## src/rhc_pkg.sv

```systemverilog
// ----------------------------------------------------------------------------
// rhc_pkg
// Types, constants and the divider step shared by the converter's modules.
// ----------------------------------------------------------------------------
`default_nettype none

package rhc_pkg;

    localparam int RHC_Q_BITS          = 16;
    localparam int RHC_STEPS_PER_STAGE = 2;
    localparam int RHC_DIV_STAGES      = RHC_Q_BITS / RHC_STEPS_PER_STAGE;

    localparam logic [15:0] RHC_SAT_MAX  = 16'hFFFF;
    localparam logic [8:0]  RHC_HALF_SUM = 9'd255;
    localparam logic [8:0]  RHC_FULL_SUM = 9'd510;

    // Word carried through the divider pipeline: two restoring divisions in
    // flight (hue and saturation) plus the fields that ride along.
    typedef struct packed {
        logic [10:0] hue_rem;
        logic [10:0] hue_den;
        logic [15:0] hue_q;
        logic [7:0]  sat_rem;
        logic [7:0]  sat_den;
        logic [15:0] sat_q;
        logic [8:0]  level;
        logic [7:0]  alpha;
        logic        hue_zero;
        logic        sat_zero;
        logic        sat_full;
    } rhc_div_t;

    // Advance both divisions by RHC_STEPS_PER_STAGE quotient bits.
    // Remainders stay below their divisors, so the shifted value fits one
    // extra bit.
    function automatic rhc_div_t rhc_div_stage(input rhc_div_t w);
        rhc_div_t    r;
        logic [11:0] ht;
        logic [8:0]  st;
        logic        hb;
        logic        sb;
        r = w;
        for (int k = 0; k < RHC_STEPS_PER_STAGE; k++)
        begin
            ht = {r.hue_rem, 1'b0};
            hb = (ht >= {1'b0, r.hue_den});
            if (hb)
            begin
                ht = ht - {1'b0, r.hue_den};
            end
            r.hue_rem = ht[10:0];
            r.hue_q   = {r.hue_q[14:0], hb};

            st = {r.sat_rem, 1'b0};
            sb = (st >= {1'b0, r.sat_den});
            if (sb)
            begin
                st = st - {1'b0, r.sat_den};
            end
            r.sat_rem = st[7:0];
            r.sat_q   = {r.sat_q[14:0], sb};
        end
        return r;
    endfunction

endpackage

`default_nettype wire

```

## src/rhc_cfg_if.sv

```systemverilog
// ----------------------------------------------------------------------------
// rhc_cfg_if
// Configuration write channel: one word carries the mode bit.
// ----------------------------------------------------------------------------
`default_nettype none

interface rhc_cfg_if;
    logic valid;
    logic ready;
    logic hsl_mode;

    modport source (output valid, output hsl_mode, input ready);
    modport sink   (input valid, input hsl_mode, output ready);
endinterface

`default_nettype wire

```

## src/rhc_pixel_in_if.sv

```systemverilog
// ----------------------------------------------------------------------------
// rhc_pixel_in_if
// Input pixel channel: one RGBA word per handshake.
// ----------------------------------------------------------------------------
`default_nettype none

interface rhc_pixel_in_if;
    logic       valid;
    logic       ready;
    logic [7:0] red;
    logic [7:0] green;
    logic [7:0] blue;
    logic [7:0] alpha_in;

    modport source (output valid, output red, output green, output blue,
                    output alpha_in, input ready);
    modport sink   (input valid, input red, input green, input blue,
                    input alpha_in, output ready);
endinterface

`default_nettype wire

```

## src/rhc_pixel_out_if.sv

```systemverilog
// ----------------------------------------------------------------------------
// rhc_pixel_out_if
// Output channel: hue, saturation, level and alpha, one word per handshake.
// ----------------------------------------------------------------------------
`default_nettype none

interface rhc_pixel_out_if;
    logic        valid;
    logic        ready;
    logic [15:0] hue;
    logic [15:0] saturation;
    logic [8:0]  level;
    logic [7:0]  alpha_out;

    modport source (output valid, output hue, output saturation, output level,
                    output alpha_out, input ready);
    modport sink   (input valid, input hue, input saturation, input level,
                    input alpha_out, output ready);
endinterface

`default_nettype wire

```

## src/rhc_div_pipe.sv

```systemverilog
// ----------------------------------------------------------------------------
// rhc_div_pipe
// Pipelined restoring divider pair: hue and saturation quotients, a fixed
// number of quotient bits per stage, with a per-stage valid/ready chain.
// ----------------------------------------------------------------------------
`default_nettype none

module rhc_div_pipe (
    input  wire logic             clk,
    input  wire logic             rst_n,
    input  wire logic             in_valid,
    output logic                  in_ready,
    input  wire rhc_pkg::rhc_div_t in_word,
    output logic                  out_valid,
    input  wire logic             out_ready,
    output rhc_pkg::rhc_div_t     out_word
);
    import rhc_pkg::*;

    logic [RHC_DIV_STAGES-1:0] valid_reg;
    logic [RHC_DIV_STAGES-1:0] valid_next;
    logic [RHC_DIV_STAGES-1:0] stage_ready;
    logic [RHC_DIV_STAGES-1:0] prev_valid;
    rhc_div_t                  word_reg  [RHC_DIV_STAGES];
    rhc_div_t                  word_next [RHC_DIV_STAGES];

    // A stage takes a word when it is empty or its word moves on.
    always_comb
    begin
        stage_ready[RHC_DIV_STAGES-1] = !valid_reg[RHC_DIV_STAGES-1] || out_ready;
        for (int i = RHC_DIV_STAGES - 2; i >= 0; i--)
        begin
            stage_ready[i] = !valid_reg[i] || stage_ready[i+1];
        end
    end

    always_comb
    begin
        prev_valid[0] = in_valid;
        word_next[0]  = rhc_div_stage(in_word);
        for (int i = 1; i < RHC_DIV_STAGES; i++)
        begin
            prev_valid[i] = valid_reg[i-1];
            word_next[i]  = rhc_div_stage(word_reg[i-1]);
        end
        for (int i = 0; i < RHC_DIV_STAGES; i++)
        begin
            valid_next[i] = stage_ready[i] ? prev_valid[i] : valid_reg[i];
        end
    end

    always_ff @(posedge clk or negedge rst_n)
    begin
        if (!rst_n)
        begin
            valid_reg <= '0;
        end
        else
        begin
            valid_reg <= valid_next;
        end
    end

    always_ff @(posedge clk)
    begin
        for (int i = 0; i < RHC_DIV_STAGES; i++)
        begin
            if (stage_ready[i] && prev_valid[i])
            begin
                word_reg[i] <= word_next[i];
            end
        end
    end

    assign in_ready  = stage_ready[0];
    assign out_valid = valid_reg[RHC_DIV_STAGES-1];
    assign out_word  = word_reg[RHC_DIV_STAGES-1];

endmodule

`default_nettype wire

```

## src/rgb_to_hsv_hsl_converter.sv

```systemverilog
// ----------------------------------------------------------------------------
// rgb_to_hsv_hsl_converter
// RGBA pixel to hue / saturation / level, HSV or HSL selected by a mode bit.
// ----------------------------------------------------------------------------
// The converter takes one pixel per clock when the output is not stalled
// and returns one result word per pixel, in order: one stage finds max
// and min, one forms the hue numerator and the saturation divisor, eight
// divider stages produce two quotient bits each for both 16-bit
// quotients, and a final output register applies the zero and
// full-scale cases. Each stage has its own valid bit and moves on when
// the stage after it has room, so input is still taken while a result waits
// at the output. Write the mode only while no pixel is in flight; the
// configuration channel is always ready.
// ----------------------------------------------------------------------------
`default_nettype none

module rgb_to_hsv_hsl_converter (
    input  wire logic        clk,
    input  wire logic        rst_n,
    rhc_cfg_if.sink          cfg,
    rhc_pixel_in_if.sink     pixel_in,
    rhc_pixel_out_if.source  pixel_out
);
    import rhc_pkg::*;

    // Mode register
    logic mode_reg;

    assign cfg.ready = 1'b1;

    always_ff @(posedge clk or negedge rst_n)
    begin
        if (!rst_n)
        begin
            mode_reg <= 1'b0;
        end
        else if (cfg.valid && cfg.ready)
        begin
            mode_reg <= cfg.hsl_mode;
        end
    end

    // Handshake chain
    logic a_ready;
    logic b_ready;
    logic div_in_ready;
    logic div_out_valid;
    logic o_ready;

    // Stage A: max, min and sector
    logic       a_valid_reg;
    logic [7:0] a_red_reg;
    logic [7:0] a_green_reg;
    logic [7:0] a_blue_reg;
    logic [7:0] a_alpha_reg;
    logic [7:0] a_max_reg;
    logic [7:0] a_min_reg;
    logic       a_red_max_reg;
    logic       a_green_max_reg;
    logic [7:0] a_max_next;
    logic [7:0] a_min_next;
    logic       a_red_max_next;
    logic       a_green_max_next;

    assign a_ready = !a_valid_reg || b_ready;

    always_comb
    begin
        a_max_next = pixel_in.red;
        a_min_next = pixel_in.red;
        if (pixel_in.green > a_max_next)
        begin
            a_max_next = pixel_in.green;
        end
        if (pixel_in.blue > a_max_next)
        begin
            a_max_next = pixel_in.blue;
        end
        if (pixel_in.green < a_min_next)
        begin
            a_min_next = pixel_in.green;
        end
        if (pixel_in.blue < a_min_next)
        begin
            a_min_next = pixel_in.blue;
        end
        // ties go to red, then green
        a_red_max_next   = (pixel_in.red == a_max_next);
        a_green_max_next = !a_red_max_next && (pixel_in.green == a_max_next);
    end

    always_ff @(posedge clk or negedge rst_n)
    begin
        if (!rst_n)
        begin
            a_valid_reg <= 1'b0;
        end
        else if (a_ready)
        begin
            a_valid_reg <= pixel_in.valid;
        end
    end

    always_ff @(posedge clk)
    begin
        if (a_ready && pixel_in.valid)
        begin
            a_red_reg       <= pixel_in.red;
            a_green_reg     <= pixel_in.green;
            a_blue_reg      <= pixel_in.blue;
            a_alpha_reg     <= pixel_in.alpha_in;
            a_max_reg       <= a_max_next;
            a_min_reg       <= a_min_next;
            a_red_max_reg   <= a_red_max_next;
            a_green_max_reg <= a_green_max_next;
        end
    end

    assign pixel_in.ready = a_ready;

    // Stage B: dividends, divisors and level
    logic        b_valid_reg;
    rhc_div_t    b_word_reg;
    rhc_div_t    b_word_next;
    logic [7:0]  chroma;
    logic [10:0] chroma2;
    logic [10:0] chroma4;
    logic [10:0] chroma6;
    logic [10:0] hue_num;
    logic [8:0]  sum;
    logic [8:0]  upper_den;
    logic [7:0]  sat_den;

    assign b_ready = !b_valid_reg || div_in_ready;

    always_comb
    begin
        chroma  = a_max_reg - a_min_reg;
        chroma2 = {2'b00, chroma, 1'b0};
        chroma4 = {1'b0, chroma, 2'b00};
        chroma6 = chroma4 + chroma2;

        if (a_red_max_reg)
        begin
            if (a_green_reg >= a_blue_reg)
            begin
                hue_num = {3'b000, a_green_reg} - {3'b000, a_blue_reg};
            end
            else
            begin
                hue_num = chroma6 - ({3'b000, a_blue_reg} - {3'b000, a_green_reg});
            end
        end
        else if (a_green_max_reg)
        begin
            hue_num = {3'b000, a_blue_reg} + chroma2 - {3'b000, a_red_reg};
        end
        else
        begin
            hue_num = {3'b000, a_red_reg} + chroma4 - {3'b000, a_green_reg};
        end

        sum       = {1'b0, a_max_reg} + {1'b0, a_min_reg};
        upper_den = RHC_FULL_SUM - sum;
        if (mode_reg)
        begin
            sat_den = (sum < RHC_HALF_SUM) ? sum[7:0] : upper_den[7:0];
        end
        else
        begin
            sat_den = a_max_reg;
        end

        b_word_next.hue_rem  = hue_num;
        b_word_next.hue_den  = chroma6;
        b_word_next.hue_q    = '0;
        b_word_next.hue_zero = (chroma == 8'd0);
        b_word_next.sat_zero = (sat_den == 8'd0);
        b_word_next.sat_full = (sat_den != 8'd0) && (chroma == sat_den);
        // a ratio of one is forced at the output; keep the dividend below
        // the divisor so the quotient fits
        b_word_next.sat_rem  = b_word_next.sat_full ? 8'd0 : chroma;
        b_word_next.sat_den  = sat_den;
        b_word_next.sat_q    = '0;
        b_word_next.level    = mode_reg ? sum : {a_max_reg, 1'b0};
        b_word_next.alpha    = a_alpha_reg;
    end

    always_ff @(posedge clk or negedge rst_n)
    begin
        if (!rst_n)
        begin
            b_valid_reg <= 1'b0;
        end
        else if (b_ready)
        begin
            b_valid_reg <= a_valid_reg;
        end
    end

    always_ff @(posedge clk)
    begin
        if (b_ready && a_valid_reg)
        begin
            b_word_reg <= b_word_next;
        end
    end

    // Divider stages
    rhc_div_t div_out_word;

    rhc_div_pipe u_div (
        .clk       (clk),
        .rst_n     (rst_n),
        .in_valid  (b_valid_reg),
        .in_ready  (div_in_ready),
        .in_word   (b_word_reg),
        .out_valid (div_out_valid),
        .out_ready (o_ready),
        .out_word  (div_out_word)
    );

    // Output register
    logic        o_valid_reg;
    logic [15:0] o_hue_reg;
    logic [15:0] o_sat_reg;
    logic [8:0]  o_level_reg;
    logic [7:0]  o_alpha_reg;
    logic [15:0] o_hue_next;
    logic [15:0] o_sat_next;

    assign o_ready = !o_valid_reg || pixel_out.ready;

    always_comb
    begin
        o_hue_next = div_out_word.hue_zero ? 16'd0 : div_out_word.hue_q;
        if (div_out_word.sat_zero)
        begin
            o_sat_next = 16'd0;
        end
        else if (div_out_word.sat_full)
        begin
            o_sat_next = RHC_SAT_MAX;
        end
        else
        begin
            o_sat_next = div_out_word.sat_q;
        end
    end

    always_ff @(posedge clk or negedge rst_n)
    begin
        if (!rst_n)
        begin
            o_valid_reg <= 1'b0;
        end
        else if (o_ready)
        begin
            o_valid_reg <= div_out_valid;
        end
    end

    always_ff @(posedge clk)
    begin
        if (o_ready && div_out_valid)
        begin
            o_hue_reg   <= o_hue_next;
            o_sat_reg   <= o_sat_next;
            o_level_reg <= div_out_word.level;
            o_alpha_reg <= div_out_word.alpha;
        end
    end

    assign pixel_out.valid      = o_valid_reg;
    assign pixel_out.hue        = o_hue_reg;
    assign pixel_out.saturation = o_sat_reg;
    assign pixel_out.level      = o_level_reg;
    assign pixel_out.alpha_out  = o_alpha_reg;

endmodule

`default_nettype wire

```

## src/flat_wrapper.sv

```systemverilog
// flat-port wrapper written by rule: the top's interface ports become plain ports
module rgb_to_hsv_hsl_converter_flat import rhc_pkg::*;
  (clk, rst_n, cfg_valid, cfg_hsl_mode, cfg_ready, pixel_in_valid, pixel_in_red, pixel_in_green, pixel_in_blue, pixel_in_alpha_in, pixel_in_ready, pixel_out_valid, pixel_out_hue, pixel_out_saturation, pixel_out_level, pixel_out_alpha_out, pixel_out_ready);
  rhc_cfg_if cfg_i ();
  rhc_pixel_in_if pixel_in_i ();
  rhc_pixel_out_if pixel_out_i ();
  input  wire logic clk;
  input  wire logic rst_n;
  input wire logic [$bits(cfg_i.valid)-1:0] cfg_valid;
  input wire logic [$bits(cfg_i.hsl_mode)-1:0] cfg_hsl_mode;
  output wire logic [$bits(cfg_i.ready)-1:0] cfg_ready;
  input wire logic [$bits(pixel_in_i.valid)-1:0] pixel_in_valid;
  input wire logic [$bits(pixel_in_i.red)-1:0] pixel_in_red;
  input wire logic [$bits(pixel_in_i.green)-1:0] pixel_in_green;
  input wire logic [$bits(pixel_in_i.blue)-1:0] pixel_in_blue;
  input wire logic [$bits(pixel_in_i.alpha_in)-1:0] pixel_in_alpha_in;
  output wire logic [$bits(pixel_in_i.ready)-1:0] pixel_in_ready;
  output wire logic [$bits(pixel_out_i.valid)-1:0] pixel_out_valid;
  output wire logic [$bits(pixel_out_i.hue)-1:0] pixel_out_hue;
  output wire logic [$bits(pixel_out_i.saturation)-1:0] pixel_out_saturation;
  output wire logic [$bits(pixel_out_i.level)-1:0] pixel_out_level;
  output wire logic [$bits(pixel_out_i.alpha_out)-1:0] pixel_out_alpha_out;
  input wire logic [$bits(pixel_out_i.ready)-1:0] pixel_out_ready;
  assign cfg_i.valid = cfg_valid;
  assign cfg_i.hsl_mode = cfg_hsl_mode;
  assign cfg_ready = cfg_i.ready;
  assign pixel_in_i.valid = pixel_in_valid;
  assign pixel_in_i.red = pixel_in_red;
  assign pixel_in_i.green = pixel_in_green;
  assign pixel_in_i.blue = pixel_in_blue;
  assign pixel_in_i.alpha_in = pixel_in_alpha_in;
  assign pixel_in_ready = pixel_in_i.ready;
  assign pixel_out_valid = pixel_out_i.valid;
  assign pixel_out_hue = pixel_out_i.hue;
  assign pixel_out_saturation = pixel_out_i.saturation;
  assign pixel_out_level = pixel_out_i.level;
  assign pixel_out_alpha_out = pixel_out_i.alpha_out;
  assign pixel_out_i.ready = pixel_out_ready;
  rgb_to_hsv_hsl_converter u_core (.clk(clk), .rst_n(rst_n), .cfg(cfg_i), .pixel_in(pixel_in_i), .pixel_out(pixel_out_i));
endmodule
```

## config.mk

```make
export PLATFORM = sky130hd
export DESIGN_NAME = rgb_to_hsv_hsl_converter_flat
export DESIGN_NICKNAME = d
export VERILOG_FILES = /design/src/rhc_pkg.sv /design/src/rhc_cfg_if.sv /design/src/rhc_pixel_in_if.sv /design/src/rhc_pixel_out_if.sv /design/src/rhc_div_pipe.sv /design/src/rgb_to_hsv_hsl_converter.sv /design/src/flat_wrapper.sv
export SDC_FILE = /design/constraint.sdc
export NUM_CORES = 1
export LEC_CHECK = 0
export ABC_AREA = 1
export BUFFER_PORTS_ARGS = -buffer_cell sky130_fd_sc_hd__clkbuf_2
export CAP_MARGIN = 10
export CORE_MARGIN = 2
export CORE_UTILIZATION = 60
export DETAILED_ROUTE_END_ITERATION = 6
export HOLD_SLACK_MARGIN = 0.06
export PLACE_DENSITY = 0.77
export SETUP_SLACK_MARGIN = 0.1
export SYNTH_ARGS = -nofsm -noshare
export SYNTH_HDL_FRONTEND = slang
export SYNTH_SLANG_ARGS = --single-unit
```

## constraint.sdc

```tcl
create_clock -name clk -period 9.3 [get_ports clk]
set_clock_uncertainty 0.1 [all_clocks]
set_input_delay 0.465 -clock clk [delete_from_list [all_inputs] [get_ports clk]]
set_output_delay 0.465 -clock clk [all_outputs]
set_load 0.02 [all_outputs]
```

**Word level (Yosys, flattened, before mapping)**

Memories as Yosys holds them, arrays and structs flattened.
Cells that the tools add are included.

- Output and inout port bits: 52
- RAM bits: 720
- Input bits: 38
- Logic and storage cells: 217
- Memories: 1
- Register bits: 169

Memory list:

| name | words | width | read ports | clocked after Yosys merged registers in | write ports | RTL line | source |
|---|---|---|---|---|---|---|---|
| u_core.u_div.word_reg | 8 | 90 | 8 | 0 | 8 | rhc_div_pipe.sv:24 | `rhc_div_t word_reg [RHC_DIV_STAGES];` |

- Reductions and logical operators: 39
- Equality and inequality tests: 3
- Order comparisons: 38
- Multiplexer cells: 59
- Add/subtract/negate cells: 43

Operators by type and width:

| operator | count |
|---|---|
| 11-bit 2-to-1 mux | 19 |
| 12-bit by 11-bit greater-or-equal comparator with 1-bit output | 16 |
| 11-bit subtractor | 17 |
| 8-bit 2-to-1 mux | 22 |
| 9-bit by 8-bit greater-or-equal comparator with 1-bit output | 16 |
| 8-bit subtractor | 17 |
| 8-bit == test | 3 |
| 11-bit by 8-bit subtractor with 11-bit output | 2 |
| 8-bit by 8-bit subtractor with 9-bit output | 2 |
| 8-bit greater-than comparator | 2 |
| 8-bit zero test | 2 |
| 8-bit less-than comparator | 2 |
| 1-bit 2-to-1 mux | 16 |
| 16-bit 2-to-1 mux | 1 |
| 1-bit logical AND | 13 |
| 1-bit zero test | 12 |
| 10-bit by 9-bit adder with 11-bit output | 1 |
| 8-bit by 10-bit adder with 11-bit output | 1 |
| 1-bit logical OR | 11 |
| 8-bit by 9-bit adder with 10-bit output | 1 |
| 8-bit by 8-bit adder with 9-bit output | 1 |
| 9-bit by 8-bit less-than comparator with 1-bit output (second input constant) | 1 |
| 9-bit 2-to-1 mux | 1 |
| 8-bit greater-or-equal comparator | 1 |
| other kinds (2) | 2 |

**Longest topological paths before layout**

- Word-level depth: 13
- Mapped depth: 32
- Mapped depth without buffers: 31

**Modules after synthesis**

From an unflattened synthesis, not the netlist that was laid out.

- Cells, all modules: 5191
- Area total of the unflattened synthesis: 47593.1 sq um

Modules (own cells, without submodules):

| module | cells each | times used | area each (sq um) | seq. area each (sq um) |
|---|---|---|---|---|
| rhc_div_pipe | 4037 | 1 | 37086.8 | 18457.7 |
| rgb_to_hsv_hsl_converter | 1154 | 1 | 10506.3 | 4784.6 |

**Worst setup path before layout**

Ideal clock, no wire load.

- Kind: register to register
- From: register u_core.o_valid_reg, in the netlist u_core.pixel_out.valid
- To: memory u_core.u_div.word_reg[1][100] (netlist bit) (enable)
- Arrival time: 4.235 ns
- Cell stages (with the launch flop): 10
- Data required time: 8.679 ns
- Setup time: 0.521 ns
- Path buffers: 0
- Slack: 4.445 ns
- Period minus slack after synthesis: 4.855 ns
- Cells stage by stage: dfrtp_1 > inv_1 > nor2_1 > inv_1 > nor2_1 > inv_1 > nor2_1 > inv_1 > nor2_1 > nor2_1

RTL lines:

| element | RTL line | source |
|---|---|---|
| from (decl) | rgb_to_hsv_hsl_converter.sv:224 | `logic o_valid_reg;` |
| from (signal assigned) | rgb_to_hsv_hsl_converter.sv:259 | `o_valid_reg <= div_out_valid;` |
| to (decl) | rhc_div_pipe.sv:24 |  |

==> metrics.txt <==
run status finished, final reports clean; hpwl dp 61,400 um; cell depth of the worst setup path 23; CP startpoint kind flip-flop; CP Capture Type flip-flop; cell area after placement 0.04236 mm2; CTS tree done; dominant cells by area after synthesis edfxtp_1 52%, ha_1 11%, nand2_1 7.0%; reg2reg end u_core.b_word_reg[89]; Critical Path, Cell by Cell inv_1 -> ha_1 -> inv_1 -> fa_1 -> xor2_1 -> inv_1 -> ha_1 -> a21oi_1 -> inv_1 -> a31oi_1 -> xor2_1 -> ha_1 -> a21oi_1 -> o21ai_0 -> nand2_1 -> nand2_1 -> a21oi_1 -> nor2_1 -> nand3_1 -> nand2_1 -> nand2_1 -> nand3_1 -> a21oi_1; core footprint 0.06740 mm2; Clock Sinks 724; Clock Latency Late Sink 630 ps; syn_nets 4,452; layout cells sized above 1 7.400%; sequential fraction of the synthesis area 52.88%; critical path class reg -> reg; minimum clock period 5128 ps; number of setup buffers added after CTS 0; CTS Buffer Depth 3; via count 27.90k; Setup TNS Final 0 ps; Ys Warns 0; IO Pins 90; Main synth FF type edfxtp_1; Buffers on Ports 88; post-synth cell types 66; num rows 95; TritonCTS buffer count 77; Worst path top cell family by delay adder cells; worst hold-check path type in -> reg; crit path capture u_core.b_word_reg[89]; initial antenna violation count 0; Initial Util 60.84%; maxcap violations 0; Worst EP arrival 5500 ps; Total GRT Usage 24.02%; Critical Path Max Stage Delay 810 ps; vias per cell 5.468; Synth top area share 52.15%; internal reg-to-reg setup slack 4170 ps; synthesis-stage register bit count 724; root buffer cell clkbuf_16; Cell Count, Final, Fillers Out 5,103; DR WL/cell 16.31 um; Setup crit start u_core.a_max_reg[0]; Largest register FFs 556; Die X 265.4 um; critical path fanouts, max 8; post-synthesis area per instance 10.22 um2; Ant. Diodes 0; Fmax 195.0 MHz; Routed Antenna Nets 0; pin count of the biggest net entering global routing 73; Initial DRC Count 1,664; area leader, netlist edfxtp_1; area added between synthesis and finish 10.22%; die area 0.07044 mm2; placed cells 4,930; Post-synth EDFFs 712; # setup viols final 0; Die Y 265.4 um; pre-CTS setup slack 4306 ps; crit path setup slack, layout 4172 ps; Synth async-reset ratio 1.657%; final WL 83,220 um; H-tree Lvls 3; drt drc 0; post-synthesis cell count 4,011; Clock Pin Slew Worst Setup and Hold Paths 60 ps; vias in the first global route 27.85k; first-pass GRT wire length 135,800 um; Slowest cell on crit path xor2_1; commonest non-fill, non-tap cell in the layout nand2_1; Final period util 55.14%; R2R depth 23; Filler Cells Inserted 5,031; final non-filler cell area 0.04519 mm2; grt ovf 0; max-slew violation count 0; R2R Path Start u_core.a_max_reg[0]; most frequent cells in the layout 763 x nand2_1, 712 x edfxtp_1, 524 x inv_1; worst path bufs/invs 4; Final Hold Fails 0; mapped cell area 0.04100 mm2; 1st-pass router iterations 6; Slew @ Worst Pin 1187 ps; layout net count 4,611; Slew HR 20.86%; Required @ worst endpoint 9670 ps; RSZ-0062 raised after global routing false; Final GP Congestion 0.9347
-- worst register-to-register path, cell delays in order, from the launching register on --
cell,delay [ps]
edfxtp_1,420
inv_1,80
ha_1,130
inv_1,70
fa_1,460
xor2_1,810
inv_1,160
ha_1,380
a21oi_1,160
inv_1,50
a31oi_1,260
xor2_1,310
ha_1,330
a21oi_1,130
o21ai_0,160
nand2_1,90
nand2_1,60
a21oi_1,260
nor2_1,70
nand3_1,110
nand2_1,70
nand2_1,80
nand3_1,80
a21oi_1,150
-- synthesized netlist by cell type, types with 15 or more instances --
master / count
a211oi_1: 15
a21oi_1: 281
buf_2: 17
clkbuf_1: 19
edfxtp_1: 712
fa_1: 30
ha_1: 373
inv_1: 530
inv_2: 26
nand2_1: 763
nand3_1: 144
nand4_1: 42
nor2_1: 256
nor3_1: 19
o21ai_0: 263
o21ai_1: 58
o21bai_1: 28
xnor2_1: 85
xor2_1: 150
-- routing by layer --
| layer | track usage (%) | up-vias | share of wire [%] |
|---|---|---|---|
| li1 | - | 14140 | - |
| met1 | 29.23 | 12850 | 41 |
| met2 | 42.20 | 706 | 49 |
| met3 | 3.842 | 208 | 5.0 |
| met4 | 10.70 | 0 | 4.2 |
| met5 | 0 | - | 0 |
-- area by class of cell --
| type | instances | area (um2) | share of cell area, % |
|---|---|---|---|
| multi-input combinational | 2674 | 16970 | 37.54 |
| tap | 873 | 1092 | 2.417 |
| inverter | 560 | 2103 | 4.654 |
| clock inverter | 46 | 490.5 | 1.085 |
| clock buffer | 93 | 1997 | 4.419 |
| sequential | 724 | 21680 | 47.97 |
| timing repair buffer | 133 | 863.3 | 1.910 |
-- logic make-up after synthesis --
logic type	count (synthesis)	synth area share (%)
compound gates	751	10.33
xor+xnor	236	5.060
fa+ha+maj	403	12.85
buf+inv	613	5.847
flops	724	52.88
other cells	1	0.009146
simple gates	1283	13.03
-- worst min path at each step --
stage                                start                     end  slack (ps)  depth (start not counted)
final                     pixel_in_blue[5]    u_core.a_blue_reg[5]         110                          1
after floorplan                      rst_n      u_core.a_valid_reg          70                          0
after CTS                 pixel_in_blue[5]    u_core.a_blue_reg[5]          60                          1
after global routing      pixel_in_blue[5]    u_core.a_blue_reg[5]          60                          1
after global placement               rst_n  u_core.pixel_out.valid         260                          1
after detailed placement             rst_n  u_core.pixel_out.valid         280                          1
-- stage by stage --
| stage | hold WS (ps) | util (%) |
|---|---|---|
| 3_3_place_gp | 263.4 | 62.86 |
| 6_report | 108.4 | 67.05 |
| 5_1_grt | 61.78 | 67.05 |
| 2_1_floorplan | 69.41 | - |
| 4_1_cts | 64.89 | 67.05 |
| 3_5_place_dp | 279.0 | 62.86 |
-- repair_timing --
| action | in CTS | in global routing |
|---|---|---|
| gates resized for setup | 0 | 0 |
| hold buffers | 34 | 0 |
| endpoints found under the hold margin | 44 | 0 |
Power is left out: the tool's default activity adds up to more than one toggle a clock period on the data nets, which glitch-free logic cannot reach.
